`config.mk`:
```
export PLATFORM = sky130hd
export DESIGN_NAME = calendar_day_count_converter_unit
export DESIGN_NICKNAME = d
export VERILOG_FILES = /design/src/design/cdcc_pkg.sv /design/src/design/calendar_day_count_converter_unit.sv /design/src/design/cdcc_datapath.sv
export SDC_FILE = /design/constraint.sdc
export NUM_CORES = 2
export LEC_CHECK = 0
export ABC_AREA = 1
export ABC_CLOCK_PERIOD_IN_PS = 13750
export BUFFER_PORTS_ARGS = -buffer_cell sky130_fd_sc_hd__buf_2
export CORE_ASPECT_RATIO = 1.75
export CORE_MARGIN = 2
export CORE_UTILIZATION = 65
export CTS_BUF_LIST = sky130_fd_sc_hd__clkbuf_4
export DETAILED_ROUTE_END_ITERATION = 8
export HOLD_SLACK_MARGIN = 0.12
export PLACE_DENSITY_LB_ADDON = 0.2
export SYNTH_ARGS = -nofsm -noshare
export SYNTH_HDL_FRONTEND = slang
export SYNTH_SLANG_ARGS = --single-unit
export TNS_END_PERCENT = 50
```
`constraint.sdc`:
```
create_clock -name clk_i -period 13.75 [get_ports clk_i]
set_input_delay 0.6875 -clock clk_i [delete_from_list [all_inputs] [get_ports clk_i]]
set_output_delay 0.6875 -clock clk_i [all_outputs]
set_load 0.05 [all_outputs]
```
`src/design/cdcc_pkg.sv`:
```
`default_nettype none

package cdcc_pkg;

  // Register stages from the input register to the result register.
  localparam int unsigned NumStages = 11;

  typedef logic [NumStages-1:0] stage_en_t;

  typedef enum logic {
    OpDateToDays = 1'b0,
    OpDaysToDate = 1'b1
  } opcode_e;

  localparam logic [22:0] EpochReset = 23'd2451545;

  // Gregorian window: 1582-10-15 to 9999-12-31 as Julian day numbers.
  localparam logic signed [25:0] JdnFirst = 26'sd2299161;
  localparam logic signed [25:0] JdnLast  = 26'sd5373484;

  localparam logic signed [26:0] CountMax = 27'sd4194303;
  localparam logic signed [26:0] CountMin = -27'sd4194304;

  // Exact reciprocals: for x below 2^N, floor(x * ceil(2^(N+L)/d) / 2^(N+L)) = floor(x/d)
  // where 2^(L-1) < d <= 2^L.
  // packed date / 60, N = 26, L = 6
  localparam logic [26:0] Recip60Date  = 27'(((64'd1 << 32) + 64'd59) / 64'd60);
  // quotient / 60, N = 21, L = 6
  localparam logic [21:0] Recip60Month = 22'(((64'd1 << 27) + 64'd59) / 64'd60);
  // year / 100, N = 15, L = 7
  localparam logic [15:0] Recip100     = 16'(((64'd1 << 22) + 64'd99) / 64'd100);
  // (4*jdn - 7468865) / 146097, N = 24, L = 18
  localparam logic [24:0] RecipCent    = 25'(((64'd1 << 42) + 64'd146096) / 64'd146097);
  // (20*c - 2442) / 7305, N = 27, L = 13
  localparam logic [27:0] RecipYear    = 28'(((64'd1 << 40) + 64'd7304) / 64'd7305);
  // (x*10000) / 306001 with the factor 10000 folded in, N = 24, L = 19
  localparam logic [38:0] RecipMonth   =
    39'((((64'd1 << 43) + 64'd306000) / 64'd306001) * 64'd10000);

  // floor(30.6001*x) equals floor(153*x/5) for x up to 64; /5 with N = 14, L = 3
  localparam logic [21:0] MonthOffsetMul = 22'(64'd153 * (((64'd1 << 17) + 64'd4) / 64'd5));

  function automatic logic [10:0] month_offset(input logic [6:0] x);
    logic [28:0] prod;
    prod = 29'(x) * 29'(MonthOffsetMul);
    return prod[27:17];
  endfunction

endpackage

`default_nettype wire

```
`src/design/calendar_day_count_converter_unit.sv`:
```
// Channel  Dir  Handshake                  Payload
// in       in   in_valid_i / in_stall_o    opcode_i, packed_date_i, day_count_in_i
// out      out  out_valid_o / out_stall_i  day_count_out_o, date_out_o, range_error_o
// cfg      in   cfg_we_i                   cfg_wdata_i (epoch day number)
//
// One beat is taken every clock cycle while in_stall_o is low; its result is presented
// after passing the eleven registers from the input register to the result register.
// Reset clears all stage valid flags and loads the epoch day with 2451545.
// A stalled result holds in the result register while earlier stages keep filling;
// in_stall_o rises only once every stage holds a beat.
`default_nettype none

module calendar_day_count_converter_unit (
  input  wire logic               clk_i,
  input  wire logic               rst_ni,
  input  wire logic               in_valid_i,
  output logic                    in_stall_o,
  input  wire logic               opcode_i,
  input  wire logic [25:0]        packed_date_i,
  input  wire logic signed [22:0] day_count_in_i,
  output logic                    out_valid_o,
  input  wire logic               out_stall_i,
  output logic signed [22:0]      day_count_out_o,
  output logic [25:0]             date_out_o,
  output logic                    range_error_o,
  input  wire logic               cfg_we_i,
  input  wire logic [22:0]        cfg_wdata_i
);

  import cdcc_pkg::*;

  logic [22:0] epoch_q;
  stage_en_t   valid_q;
  stage_en_t   valid_d;
  stage_en_t   stage_rdy;

  always_ff @(posedge clk_i or negedge rst_ni) begin
    if (!rst_ni) begin
      epoch_q <= EpochReset;
    end else if (cfg_we_i) begin
      epoch_q <= cfg_wdata_i;
    end
  end

  // A stage may load unless it and every stage after it are full and the output is held.
  for (genvar k = 0; k < NumStages; k++) begin : g_rdy
    assign stage_rdy[k] = ~(&valid_q[NumStages-1:k]) | ~out_stall_i;
  end

  assign valid_d = (stage_rdy & {valid_q[NumStages-2:0], in_valid_i}) | (~stage_rdy & valid_q);

  always_ff @(posedge clk_i or negedge rst_ni) begin
    if (!rst_ni) begin
      valid_q <= '0;
    end else begin
      valid_q <= valid_d;
    end
  end

  assign in_stall_o  = ~stage_rdy[0];
  assign out_valid_o = valid_q[NumStages-1];

  cdcc_datapath u_datapath (
    .clk_i           (clk_i),
    .en_i            (stage_rdy),
    .epoch_i         (epoch_q),
    .opcode_i        (opcode_i),
    .packed_date_i   (packed_date_i),
    .day_count_in_i  (day_count_in_i),
    .day_count_out_o (day_count_out_o),
    .date_out_o      (date_out_o),
    .range_error_o   (range_error_o)
  );

endmodule

`default_nettype wire

```
`src/design/cdcc_datapath.sv`:
```
`default_nettype none

module cdcc_datapath (
  input  wire logic                clk_i,
  input  wire cdcc_pkg::stage_en_t en_i,
  input  wire logic [22:0]         epoch_i,
  input  wire logic                opcode_i,
  input  wire logic [25:0]         packed_date_i,
  input  wire logic signed [22:0]  day_count_in_i,
  output logic signed [22:0]       day_count_out_o,
  output logic [25:0]              date_out_o,
  output logic                     range_error_o
);

  import cdcc_pkg::*;

  // fw_* : date to day count, bw_* : day count to date

  // Stage 0: input register
  opcode_e            s0_op_q;
  logic [25:0]        s0_packed_q;
  logic signed [22:0] s0_days_q;

  always_ff @(posedge clk_i) begin
    if (en_i[0]) begin
      s0_op_q     <= opcode_e'(opcode_i);
      s0_packed_q <= packed_date_i;
      s0_days_q   <= day_count_in_i;
    end
  end

  // Stage 1: packed / 60, day count plus epoch
  logic [52:0]        s1_prod_d;
  logic signed [25:0] s1_jdn_d;
  opcode_e            s1_op_q;
  logic [20:0]        s1_fw_q1_q;
  logic [5:0]         s1_fw_daylo_q;
  logic [22:0]        s1_bw_jdn_q;
  logic               s1_bw_err_q;

  assign s1_prod_d = 53'(s0_packed_q) * 53'(Recip60Date);
  assign s1_jdn_d  = 26'(s0_days_q) + {3'b000, epoch_i};

  always_ff @(posedge clk_i) begin
    if (en_i[1]) begin
      s1_op_q       <= s0_op_q;
      s1_fw_q1_q    <= s1_prod_d[52:32];
      s1_fw_daylo_q <= s0_packed_q[5:0];
      s1_bw_jdn_q   <= s1_jdn_d[22:0];
      s1_bw_err_q   <= (s1_jdn_d < JdnFirst) || (s1_jdn_d > JdnLast);
    end
  end

  // Stage 2: day digit, quotient / 60, 4*jdn - 7468865
  logic [42:0] s2_prod_d;
  logic [5:0]  s2_q60_d;
  logic [24:0] s2_numa_d;
  opcode_e     s2_op_q;
  logic [5:0]  s2_fw_day_q;
  logic [14:0] s2_fw_year_q;
  logic [5:0]  s2_fw_q1lo_q;
  logic [23:0] s2_bw_numa_q;
  logic [22:0] s2_bw_jdn_q;
  logic        s2_bw_err_q;

  // Digits are below 64, so modulo 64 arithmetic is enough.
  assign s2_q60_d  = s1_fw_q1_q[5:0] * 6'd60;
  assign s2_prod_d = 43'(s1_fw_q1_q) * 43'(Recip60Month);
  assign s2_numa_d = {s1_bw_jdn_q, 2'b00} - 25'd7468865;

  always_ff @(posedge clk_i) begin
    if (en_i[2]) begin
      s2_op_q      <= s1_op_q;
      s2_fw_day_q  <= s1_fw_daylo_q - s2_q60_d;
      s2_fw_year_q <= s2_prod_d[41:27];
      s2_fw_q1lo_q <= s1_fw_q1_q[5:0];
      s2_bw_numa_q <= s2_numa_d[23:0];
      s2_bw_jdn_q  <= s1_bw_jdn_q;
      s2_bw_err_q  <= s1_bw_err_q;
    end
  end

  // Stage 3: month digit, shift January and February, century term
  logic [5:0]         s3_y60_d;
  logic [5:0]         s3_month_d;
  logic               s3_early_d;
  logic [48:0]        s3_prod_d;
  opcode_e            s3_op_q;
  logic signed [15:0] s3_fw_y_q;
  logic [5:0]         s3_fw_m_q;
  logic [5:0]         s3_fw_day_q;
  logic [6:0]         s3_bw_a_q;
  logic [22:0]        s3_bw_jdn_q;
  logic               s3_bw_err_q;

  assign s3_y60_d   = s2_fw_year_q[5:0] * 6'd60;
  assign s3_month_d = s2_fw_q1lo_q - s3_y60_d;
  assign s3_early_d = (s3_month_d <= 6'd2);
  assign s3_prod_d  = 49'(s2_bw_numa_q) * 49'(RecipCent);

  always_ff @(posedge clk_i) begin
    if (en_i[3]) begin
      s3_op_q     <= s2_op_q;
      s3_fw_y_q   <= signed'({1'b0, s2_fw_year_q}) - (s3_early_d ? 16'sd1 : 16'sd0);
      s3_fw_m_q   <= s3_early_d ? (s3_month_d + 6'd12) : s3_month_d;
      s3_fw_day_q <= s2_fw_day_q;
      s3_bw_a_q   <= s3_prod_d[48:42];
      s3_bw_jdn_q <= s2_bw_jdn_q;
      s3_bw_err_q <= s2_bw_err_q;
    end
  end

  // Stage 4: year / 100, c = jdn + a - a/4 + 1525
  logic [14:0]        s4_ypos_d;
  logic [30:0]        s4_prod_d;
  opcode_e            s4_op_q;
  logic [7:0]         s4_fw_cent_q;
  logic signed [15:0] s4_fw_y_q;
  logic [5:0]         s4_fw_m_q;
  logic [5:0]         s4_fw_day_q;
  logic [22:0]        s4_bw_c_q;
  logic               s4_bw_err_q;

  // Year minus one can only reach -1, whose truncated century is zero.
  assign s4_ypos_d = s3_fw_y_q[15] ? 15'd0 : s3_fw_y_q[14:0];
  assign s4_prod_d = 31'(s4_ypos_d) * 31'(Recip100);

  always_ff @(posedge clk_i) begin
    if (en_i[4]) begin
      s4_op_q      <= s3_op_q;
      s4_fw_cent_q <= s4_prod_d[29:22];
      s4_fw_y_q    <= s3_fw_y_q;
      s4_fw_m_q    <= s3_fw_m_q;
      s4_fw_day_q  <= s3_fw_day_q;
      s4_bw_c_q    <= s3_bw_jdn_q + 23'(s3_bw_a_q) - 23'(s3_bw_a_q[6:2]) + 23'd1525;
      s4_bw_err_q  <= s3_bw_err_q;
    end
  end

  // Stage 5: Gregorian correction, days of years, days of months, 20*c - 2442
  logic [24:0]        s5_c1461_d;
  logic [27:0]        s5_numd_d;
  opcode_e            s5_op_q;
  logic signed [9:0]  s5_fw_b_q;
  logic signed [23:0] s5_fw_c0_q;
  logic [10:0]        s5_fw_d0_q;
  logic [5:0]         s5_fw_day_q;
  logic [26:0]        s5_bw_numd_q;
  logic [22:0]        s5_bw_c_q;
  logic               s5_bw_err_q;

  assign s5_c1461_d = 25'(s4_fw_y_q[14:0]) * 25'd1461;
  assign s5_numd_d  = 28'(s4_bw_c_q) * 28'd20 - 28'd2442;

  always_ff @(posedge clk_i) begin
    if (en_i[5]) begin
      s5_op_q      <= s4_op_q;
      s5_fw_b_q    <= 10'sd2 - signed'({2'b00, s4_fw_cent_q})
                      + signed'({4'b0000, s4_fw_cent_q[7:2]});
      // 1461 * -1 / 4 truncates to -365
      s5_fw_c0_q   <= s4_fw_y_q[15] ? -24'sd365 : signed'({1'b0, s5_c1461_d[24:2]});
      s5_fw_d0_q   <= month_offset(7'(s4_fw_m_q) + 7'd1);
      s5_fw_day_q  <= s4_fw_day_q;
      s5_bw_numd_q <= s5_numd_d[26:0];
      s5_bw_c_q    <= s4_bw_c_q;
      s5_bw_err_q  <= s4_bw_err_q;
    end
  end

  // Stage 6: Julian day number, year count d
  logic [54:0]        s6_prod_d;
  opcode_e            s6_op_q;
  logic signed [25:0] s6_fw_jdn_q;
  logic [14:0]        s6_bw_d_q;
  logic [22:0]        s6_bw_c_q;
  logic               s6_bw_err_q;

  assign s6_prod_d = 55'(s5_bw_numd_q) * 55'(RecipYear);

  always_ff @(posedge clk_i) begin
    if (en_i[6]) begin
      s6_op_q     <= s5_op_q;
      s6_fw_jdn_q <= 26'(s5_fw_b_q) + 26'(s5_fw_c0_q) + 26'(s5_fw_d0_q)
                     + 26'(s5_fw_day_q) + 26'sd1720995;
      s6_bw_d_q   <= s6_prod_d[54:40];
      s6_bw_c_q   <= s5_bw_c_q;
      s6_bw_err_q <= s5_bw_err_q;
    end
  end

  // Stage 7: subtract epoch, days left in the year
  logic [24:0]        s7_e_d;
  logic [22:0]        s7_ce_d;
  opcode_e            s7_op_q;
  logic signed [26:0] s7_fw_diff_q;
  logic               s7_fw_err_q;
  logic [9:0]         s7_bw_ce_q;
  logic [14:0]        s7_bw_d_q;
  logic               s7_bw_err_q;

  assign s7_e_d  = 25'(s6_bw_d_q) * 25'd1461;
  assign s7_ce_d = s6_bw_c_q - s7_e_d[24:2];

  always_ff @(posedge clk_i) begin
    if (en_i[7]) begin
      s7_op_q      <= s6_op_q;
      s7_fw_diff_q <= 27'(s6_fw_jdn_q) - {4'b0000, epoch_i};
      s7_fw_err_q  <= (s6_fw_jdn_q < JdnFirst) || (s6_fw_jdn_q > JdnLast);
      s7_bw_ce_q   <= s7_ce_d[9:0];
      s7_bw_d_q    <= s6_bw_d_q;
      s7_bw_err_q  <= s6_bw_err_q;
    end
  end

  // Stage 8: saturate the count, month index g
  logic [48:0]        s8_prod_d;
  logic signed [22:0] s8_count_d;
  logic               s8_err_d;
  opcode_e            s8_op_q;
  logic signed [22:0] s8_fw_count_q;
  logic               s8_fw_err_q;
  logic [3:0]         s8_bw_g_q;
  logic [9:0]         s8_bw_ce_q;
  logic [14:0]        s8_bw_d_q;
  logic               s8_bw_err_q;

  assign s8_prod_d = 49'(s7_bw_ce_q) * 49'(RecipMonth);

  always_comb begin
    s8_count_d = s7_fw_diff_q[22:0];
    s8_err_d   = s7_fw_err_q;
    if (s7_fw_diff_q > CountMax) begin
      s8_count_d = CountMax[22:0];
      s8_err_d   = 1'b1;
    end else if (s7_fw_diff_q < CountMin) begin
      s8_count_d = CountMin[22:0];
      s8_err_d   = 1'b1;
    end
  end

  always_ff @(posedge clk_i) begin
    if (en_i[8]) begin
      s8_op_q       <= s7_op_q;
      s8_fw_count_q <= s8_count_d;
      s8_fw_err_q   <= s8_err_d;
      s8_bw_g_q     <= s8_prod_d[46:43];
      s8_bw_ce_q    <= s7_bw_ce_q;
      s8_bw_d_q     <= s7_bw_d_q;
      s8_bw_err_q   <= s7_bw_err_q;
    end
  end

  // Stage 9: day, month and year digits
  logic [9:0]         s9_day_d;
  logic [3:0]         s9_month_d;
  logic [14:0]        s9_year_d;
  opcode_e            s9_op_q;
  logic signed [22:0] s9_fw_count_q;
  logic               s9_fw_err_q;
  logic [13:0]        s9_bw_year_q;
  logic [3:0]         s9_bw_month_q;
  logic [5:0]         s9_bw_day_q;
  logic               s9_bw_err_q;

  assign s9_day_d   = s8_bw_ce_q - 10'(month_offset({3'b000, s8_bw_g_q}));
  assign s9_month_d = (s8_bw_g_q < 4'd14) ? (s8_bw_g_q - 4'd1) : (s8_bw_g_q - 4'd13);
  assign s9_year_d  = (s9_month_d > 4'd2) ? (s8_bw_d_q - 15'd4716) : (s8_bw_d_q - 15'd4715);

  always_ff @(posedge clk_i) begin
    if (en_i[9]) begin
      s9_op_q       <= s8_op_q;
      s9_fw_count_q <= s8_fw_count_q;
      s9_fw_err_q   <= s8_fw_err_q;
      s9_bw_year_q  <= s9_year_d[13:0];
      s9_bw_month_q <= s9_month_d;
      s9_bw_day_q   <= s9_day_d[5:0];
      s9_bw_err_q   <= s8_bw_err_q;
    end
  end

  // Stage 10: pack the date and select the result fields
  logic [25:0]        s10_date_d;
  logic signed [22:0] s10_count_q;
  logic [25:0]        s10_date_q;
  logic               s10_err_q;

  assign s10_date_d = 26'(s9_bw_year_q) * 26'd3600 + 26'(s9_bw_month_q) * 26'd60
                      + 26'(s9_bw_day_q);

  always_ff @(posedge clk_i) begin
    if (en_i[10]) begin
      if (s9_op_q == OpDaysToDate) begin
        s10_count_q <= '0;
        s10_date_q  <= s9_bw_err_q ? 26'd0 : s10_date_d;
        s10_err_q   <= s9_bw_err_q;
      end else begin
        s10_count_q <= s9_fw_count_q;
        s10_date_q  <= '0;
        s10_err_q   <= s9_fw_err_q;
      end
    end
  end

  assign day_count_out_o = s10_count_q;
  assign date_out_o      = s10_date_q;
  assign range_error_o   = s10_err_q;

endmodule

`default_nettype wire

```
==> results_tabular.tex <==
\begin{tabular}{lr}
\hline
Metric & Value \\
\hline
\multicolumn{2}{l}{\textbf{Synthesis}} \\
Post-synthesis register bit count & 675 \\
Ys async rst share & 5.04\% \\
Area contributors post-synth & sky130\_fd\_sc\_hd\_\_ha\_1, sky130\_fd\_sc\_hd\_\_edfxtp\_1, sky130\_fd\_sc\_hd\_\_fa\_1, sky130\_fd\_sc\_hd\_\_inv\_1, sky130\_fd\_sc\_hd\_\_nand2\_1 \\
Distinct cells, synth & 61 \\
Count of synthesis-stage warnings from yosys & 0 \\
Syn avg cell area & 9.29 um2 \\
Proportion of synthesized chip area in sequential cells & 23.4\% \\
Top\_reg\_cell synth & sky130\_fd\_sc\_hd\_\_edfxtp\_1 \\
Gate count after technology mapping & 9,269 \\
Fraction of synthesized cell area taken by the top area cell type & 23.4\% \\
Post-synth EDFFs & 641 \\
Netlist area before placement & 86,100 um2 \\
Number of nets produced by synthesis & 11,870 \\
Dominant cell type by area after synthesis & sky130\_fd\_sc\_hd\_\_ha\_1 \\
\multicolumn{2}{l}{\textbf{Setup path}} \\
Gate family responsible for the most delay along the worst path & adder cells \\
Slowest stage delay, CP & 0.67 ns \\
Critical path capture point type & register \\
Endpoint required time on the critical path & 14.62 ns \\
Cell count of the worst reg-to-reg path & 22 \\
Reg2Reg Launch Point & u\_datapath.s5\_bw\_numd\_q[24]\$\_DFFE\_PN\_ \\
Slack of the worst reg-to-reg path & 7.02 ns \\
Crit path depth & 22 \\
Largest driver fanout on the critical path & 8 \\
Nature of the critical path startpoint & register \\
Worst r2r dst & u\_datapath.s6\_bw\_d\_q[10]\$\_DFFE\_PN\_ \\
CP bufs+invs & 4 \\
Critical path data arrival time & 7.60 ns \\
Library cell contributing the largest single delay on the critical path & sky130\_fd\_sc\_hd\_\_fa\_1 \\
Category of the most critical setup path & register to register \\
Critical-path cell list & inv\_1 -> fa\_1 -> xor2\_1 -> ha\_1 -> nor2\_1 -> fa\_1 -> inv\_1 -> fa\_1 -> fa\_1 -> fa\_1 -> inv\_1 -> fa\_1 -> inv\_1 -> ha\_1 -> a21o\_1 -> a21boi\_0 -> o21ai\_0 -> a21oi\_1 -> nand3\_1 -> nand2\_1 -> nand3\_1 -> xor2\_1 \\
CP dominant cell by count & sky130\_fd\_sc\_hd\_\_fa\_1 \\
\multicolumn{2}{l}{\textbf{CTS}} \\
CTS Root Buffer Type & sky130\_fd\_sc\_hd\_\_clkbuf\_4 \\
TritonCTS clock tree & built \\
Clk sinks & 675 \\
Clock Tree Buf Depth & 3 \\
CTS H-tree depth & 4 \\
Worst-skew pair later-pin latency & 1.17 ns \\
Clock Pin Slew Worst Setup and Hold Paths & 0.09 ns \\
CTS Buf Count & 164 \\
\multicolumn{2}{l}{\textbf{Detailed routing}} \\
Wire length per cell after detailed routing & 21.8 um \\
Number of DRC markers in iteration 0 & 3,575 \\
Average via count per standard cell & 5.70 \\
Routed Antenna Nets & 0 \\
Number of detailed-routing iterations run before antenna repair & 7 \\
Via count of the routed design & 65,658 \\
Drc violations & 0 \\
Routed wire length & 251 mm \\
\multicolumn{2}{l}{\textbf{Timing}} \\
Total Neg Setup Slack & 0 ns \\
Pin slew with the least headroom to its limit & 1.04 ns \\
Ratio of final minimum period to clock period & 49.0\% \\
Unrepaired setup endpoints after global routing & false \\
Max Clock Skew & 0.0550 ns \\
Final-report setup violation count & 0 \\
Final min period & 6.73 ns \\
Endpoints failing hold & 0 \\
Relative max-transition margin & 30.1\% \\
Fmax & 148 MHz \\
Final Max Slew Viols & 0 \\
\multicolumn{2}{l}{\textbf{Placement}} \\
Placer's final routability congestion estimate & 1.03 \\
Final HPWL from detailed placement & 211 mm \\
Number of buffers inserted by port buffering & 129 \\
Placed cells & 11,089 \\
\multicolumn{2}{l}{\textbf{Floorplanning}} \\
Die X-Extent & 279 um \\
Area of the core & 131,000 um2 \\
Number of ports placed on the die boundary & 130 \\
Overall die area & 136,000 um2 \\
Std cell rows & 176 \\
Effective utilization at floorplan & 65.5\% \\
Height of the die & 486 um \\
\multicolumn{2}{l}{\textbf{Final layout}} \\
Most frequent cells in the layout & sky130\_fd\_sc\_hd\_\_inv\_1, sky130\_fd\_sc\_hd\_\_ha\_1, sky130\_fd\_sc\_hd\_\_nand2\_1 \\
Layout net count & 12,285 \\
Fill cell instance count of the final layout & 10,042 \\
Layout overhead on the synthesized area & 7.31\% \\
Number of standard cells in the final layout excluding fillers & 11,513 \\
Most frequent standard cell in the layout excluding fill and tap cells & sky130\_fd\_sc\_hd\_\_inv\_1 \\
Proportion of layout cells with a drive suffix above 1 & 5.24\% \\
\multicolumn{2}{l}{\textbf{Global route}} \\
Wire length of the first global-routing pass & 388 mm \\
Combined global-route utilization of all metal layers & 38.1\% \\
Total congestion overflow & 0 \\
Pin count of the biggest net entering global routing & 68 \\
Number of global-route vias before repair & 71,864 \\
Number of antenna violations at the first check in global routing & 9 \\
\multicolumn{2}{l}{\textbf{Flow run}} \\
Maximum capacitance violations & 0 \\
\multicolumn{2}{l}{\textbf{Run status}} \\
Outcome & finished, final reports clean \\
\multicolumn{2}{l}{\textbf{Min path}} \\
Class of the tightest hold or removal check & primary input to async pin \\
\hline
\end{tabular}
[registers in the layout, indices dropped and copies added (netlist names), 15 cells and up, named ones only]
signal                      cells
u_datapath.s7_fw_diff_q        27
u_datapath.date_out_o          26
u_datapath.s0_packed_q         26
u_datapath.s6_fw_jdn_q         26
u_datapath.s5_bw_numd_q        25
u_datapath.s5_fw_c0_q          24
epoch_q                        23
u_datapath.day_count_out_o     23
u_datapath.s0_days_q           23
u_datapath.s1_bw_jdn_q         23
u_datapath.s2_bw_jdn_q         23
u_datapath.s3_bw_jdn_q         23
u_datapath.s4_bw_c_q           23
u_datapath.s8_fw_count_q       23
u_datapath.s9_fw_count_q       23
u_datapath.s2_bw_numa_q        22
u_datapath.s1_fw_q1_q          21
u_datapath.s3_fw_y_q           16
u_datapath.s4_fw_y_q           16
u_datapath.s2_fw_year_q        15
[synth_stat cells (3+ instances only)]
cell	number
sky130_fd_sc_hd__o31ai_1	9
sky130_fd_sc_hd__a21o_1	59
sky130_fd_sc_hd__o21ai_2	4
sky130_fd_sc_hd__nand2_1	1302
sky130_fd_sc_hd__nand3b_1	21
sky130_fd_sc_hd__a21oi_2	5
sky130_fd_sc_hd__a31o_2	3
sky130_fd_sc_hd__nor2_2	19
sky130_fd_sc_hd__o21ai_1	3
sky130_fd_sc_hd__inv_1	2265
sky130_fd_sc_hd__nand3_1	261
sky130_fd_sc_hd__o221ai_1	6
sky130_fd_sc_hd__a31oi_1	46
sky130_fd_sc_hd__nand2_2	23
sky130_fd_sc_hd__xor2_1	219
sky130_fd_sc_hd__o21a_1	31
sky130_fd_sc_hd__xnor2_1	118
sky130_fd_sc_hd__a221oi_1	8
sky130_fd_sc_hd__nor3_1	66
sky130_fd_sc_hd__nand3_2	5
sky130_fd_sc_hd__o21bai_1	28
sky130_fd_sc_hd__ha_1	1611
sky130_fd_sc_hd__dfrtp_1	24
sky130_fd_sc_hd__a21oi_1	481
sky130_fd_sc_hd__o21ai_0	290
sky130_fd_sc_hd__a211oi_1	18
sky130_fd_sc_hd__o2111ai_1	3
sky130_fd_sc_hd__o211ai_1	14
sky130_fd_sc_hd__nand4_1	96
sky130_fd_sc_hd__or2_2	22
sky130_fd_sc_hd__clkbuf_1	16
sky130_fd_sc_hd__nor4_1	33
sky130_fd_sc_hd__a21boi_0	15
sky130_fd_sc_hd__and3_1	5
sky130_fd_sc_hd__o311ai_0	3
sky130_fd_sc_hd__xnor2_2	3
sky130_fd_sc_hd__edfxtp_1	641
sky130_fd_sc_hd__fa_1	912
sky130_fd_sc_hd__nor3b_1	6
sky130_fd_sc_hd__dfstp_2	10
sky130_fd_sc_hd__nor2_1	535
sky130_fd_sc_hd__inv_2	4
[cells by family (layout without fill, tap and decap cells)]
family	Yosys count	after routing	synth area share, %
fa+ha+maj	2523	2523	44.6
buf+inv	2288	2834	9.97
xor+xnor	342	342	3.52
compound gates	1038	1038	6.80
flops	675	675	23.4
mux	2	2	0.0247
simple gates	2401	2401	11.7
other cells	0	7	0
[worst max-delay path by stage]
stage / start / end / slack, ns
final: u_datapath.s5_bw_numd_q[24]$_DFFE_PN_ / u_datapath.s6_bw_d_q[10]$_DFFE_PN_ / 7.02
after global routing: u_datapath.s5_bw_numd_q[24]$_DFFE_PN_ / u_datapath.s6_bw_d_q[10]$_DFFE_PN_ / 6.70
after CTS: u_datapath.s5_bw_numd_q[24]$_DFFE_PN_ / u_datapath.s6_bw_d_q[10]$_DFFE_PN_ / 7.10
after detailed placement: u_datapath.s2_bw_numa_q[7]$_DFFE_PN_ / u_datapath.s3_bw_a_q[3]$_DFFE_PN_ / 7.13
after global placement: u_datapath.s2_bw_numa_q[7]$_DFFE_PN_ / u_datapath.s3_bw_a_q[3]$_DFFE_PN_ / 7.13
after floorplan: out_stall_i / u_datapath.s0_days_q[0]$_DFFE_PN_ / 5.19
[metrics by stage]
step	instance area (um2)	util (%)	hold slack (ns)	setup slack (ns)
detailed placement	89000	67.7	0.405	7.13
CTS	92400	70.3	0.122	7.10
finish	92400	70.3	0.233	7.02
floorplan	86100	-	0.392	5.19
global placement	89000	67.7	0.401	7.13
global route	92400	70.3	0.176	6.70
[routing by layer]
layer / vias to the layer above / part of all wire, % / global-route usage [%]
met2: 2308 / 52 / 70.1
met5: - / 0.013 / 0
li1: 30790 / - / -
met4: 4 / 11 / 35.7
met3: 1086 / 4.8 / 5.89
met1: 31470 / 32 / 35.7
[layout make-up]
type	instances	area, um2	area share, %
Antenna cell	7	17.5	0.0190
Clock buffer	217	1630	1.76
Clock inverter	80	598	0.647
Inverter	2271	8530	9.23
Multi-Input combinational cell	6306	57400	62.1
Sequential cell	675	20100	21.8
Tap cell	1691	2120	2.29
Timing Repair Buffer	266	1980	2.15
[worst reg2reg max path: cells and delay by family, from the launching register on]
family / cells / cell delay [ns]
fa+ha+maj: 8 / 3.86
compound gates: 4 / 0.84
flops: 1 / 0.53
xor+xnor: 2 / 0.48
simple gates: 4 / 0.46
buf+inv: 4 / 0.28
[timing repair]
action,CTS,global route
hold buffers,120,0
setup buffers,0,0
endpoints found under the hold margin,109,0
gates resized for setup,0,0
Power is left out: the tool's default activity adds up to more than one toggle a clock period on the data nets, which glitch-free logic cannot reach.
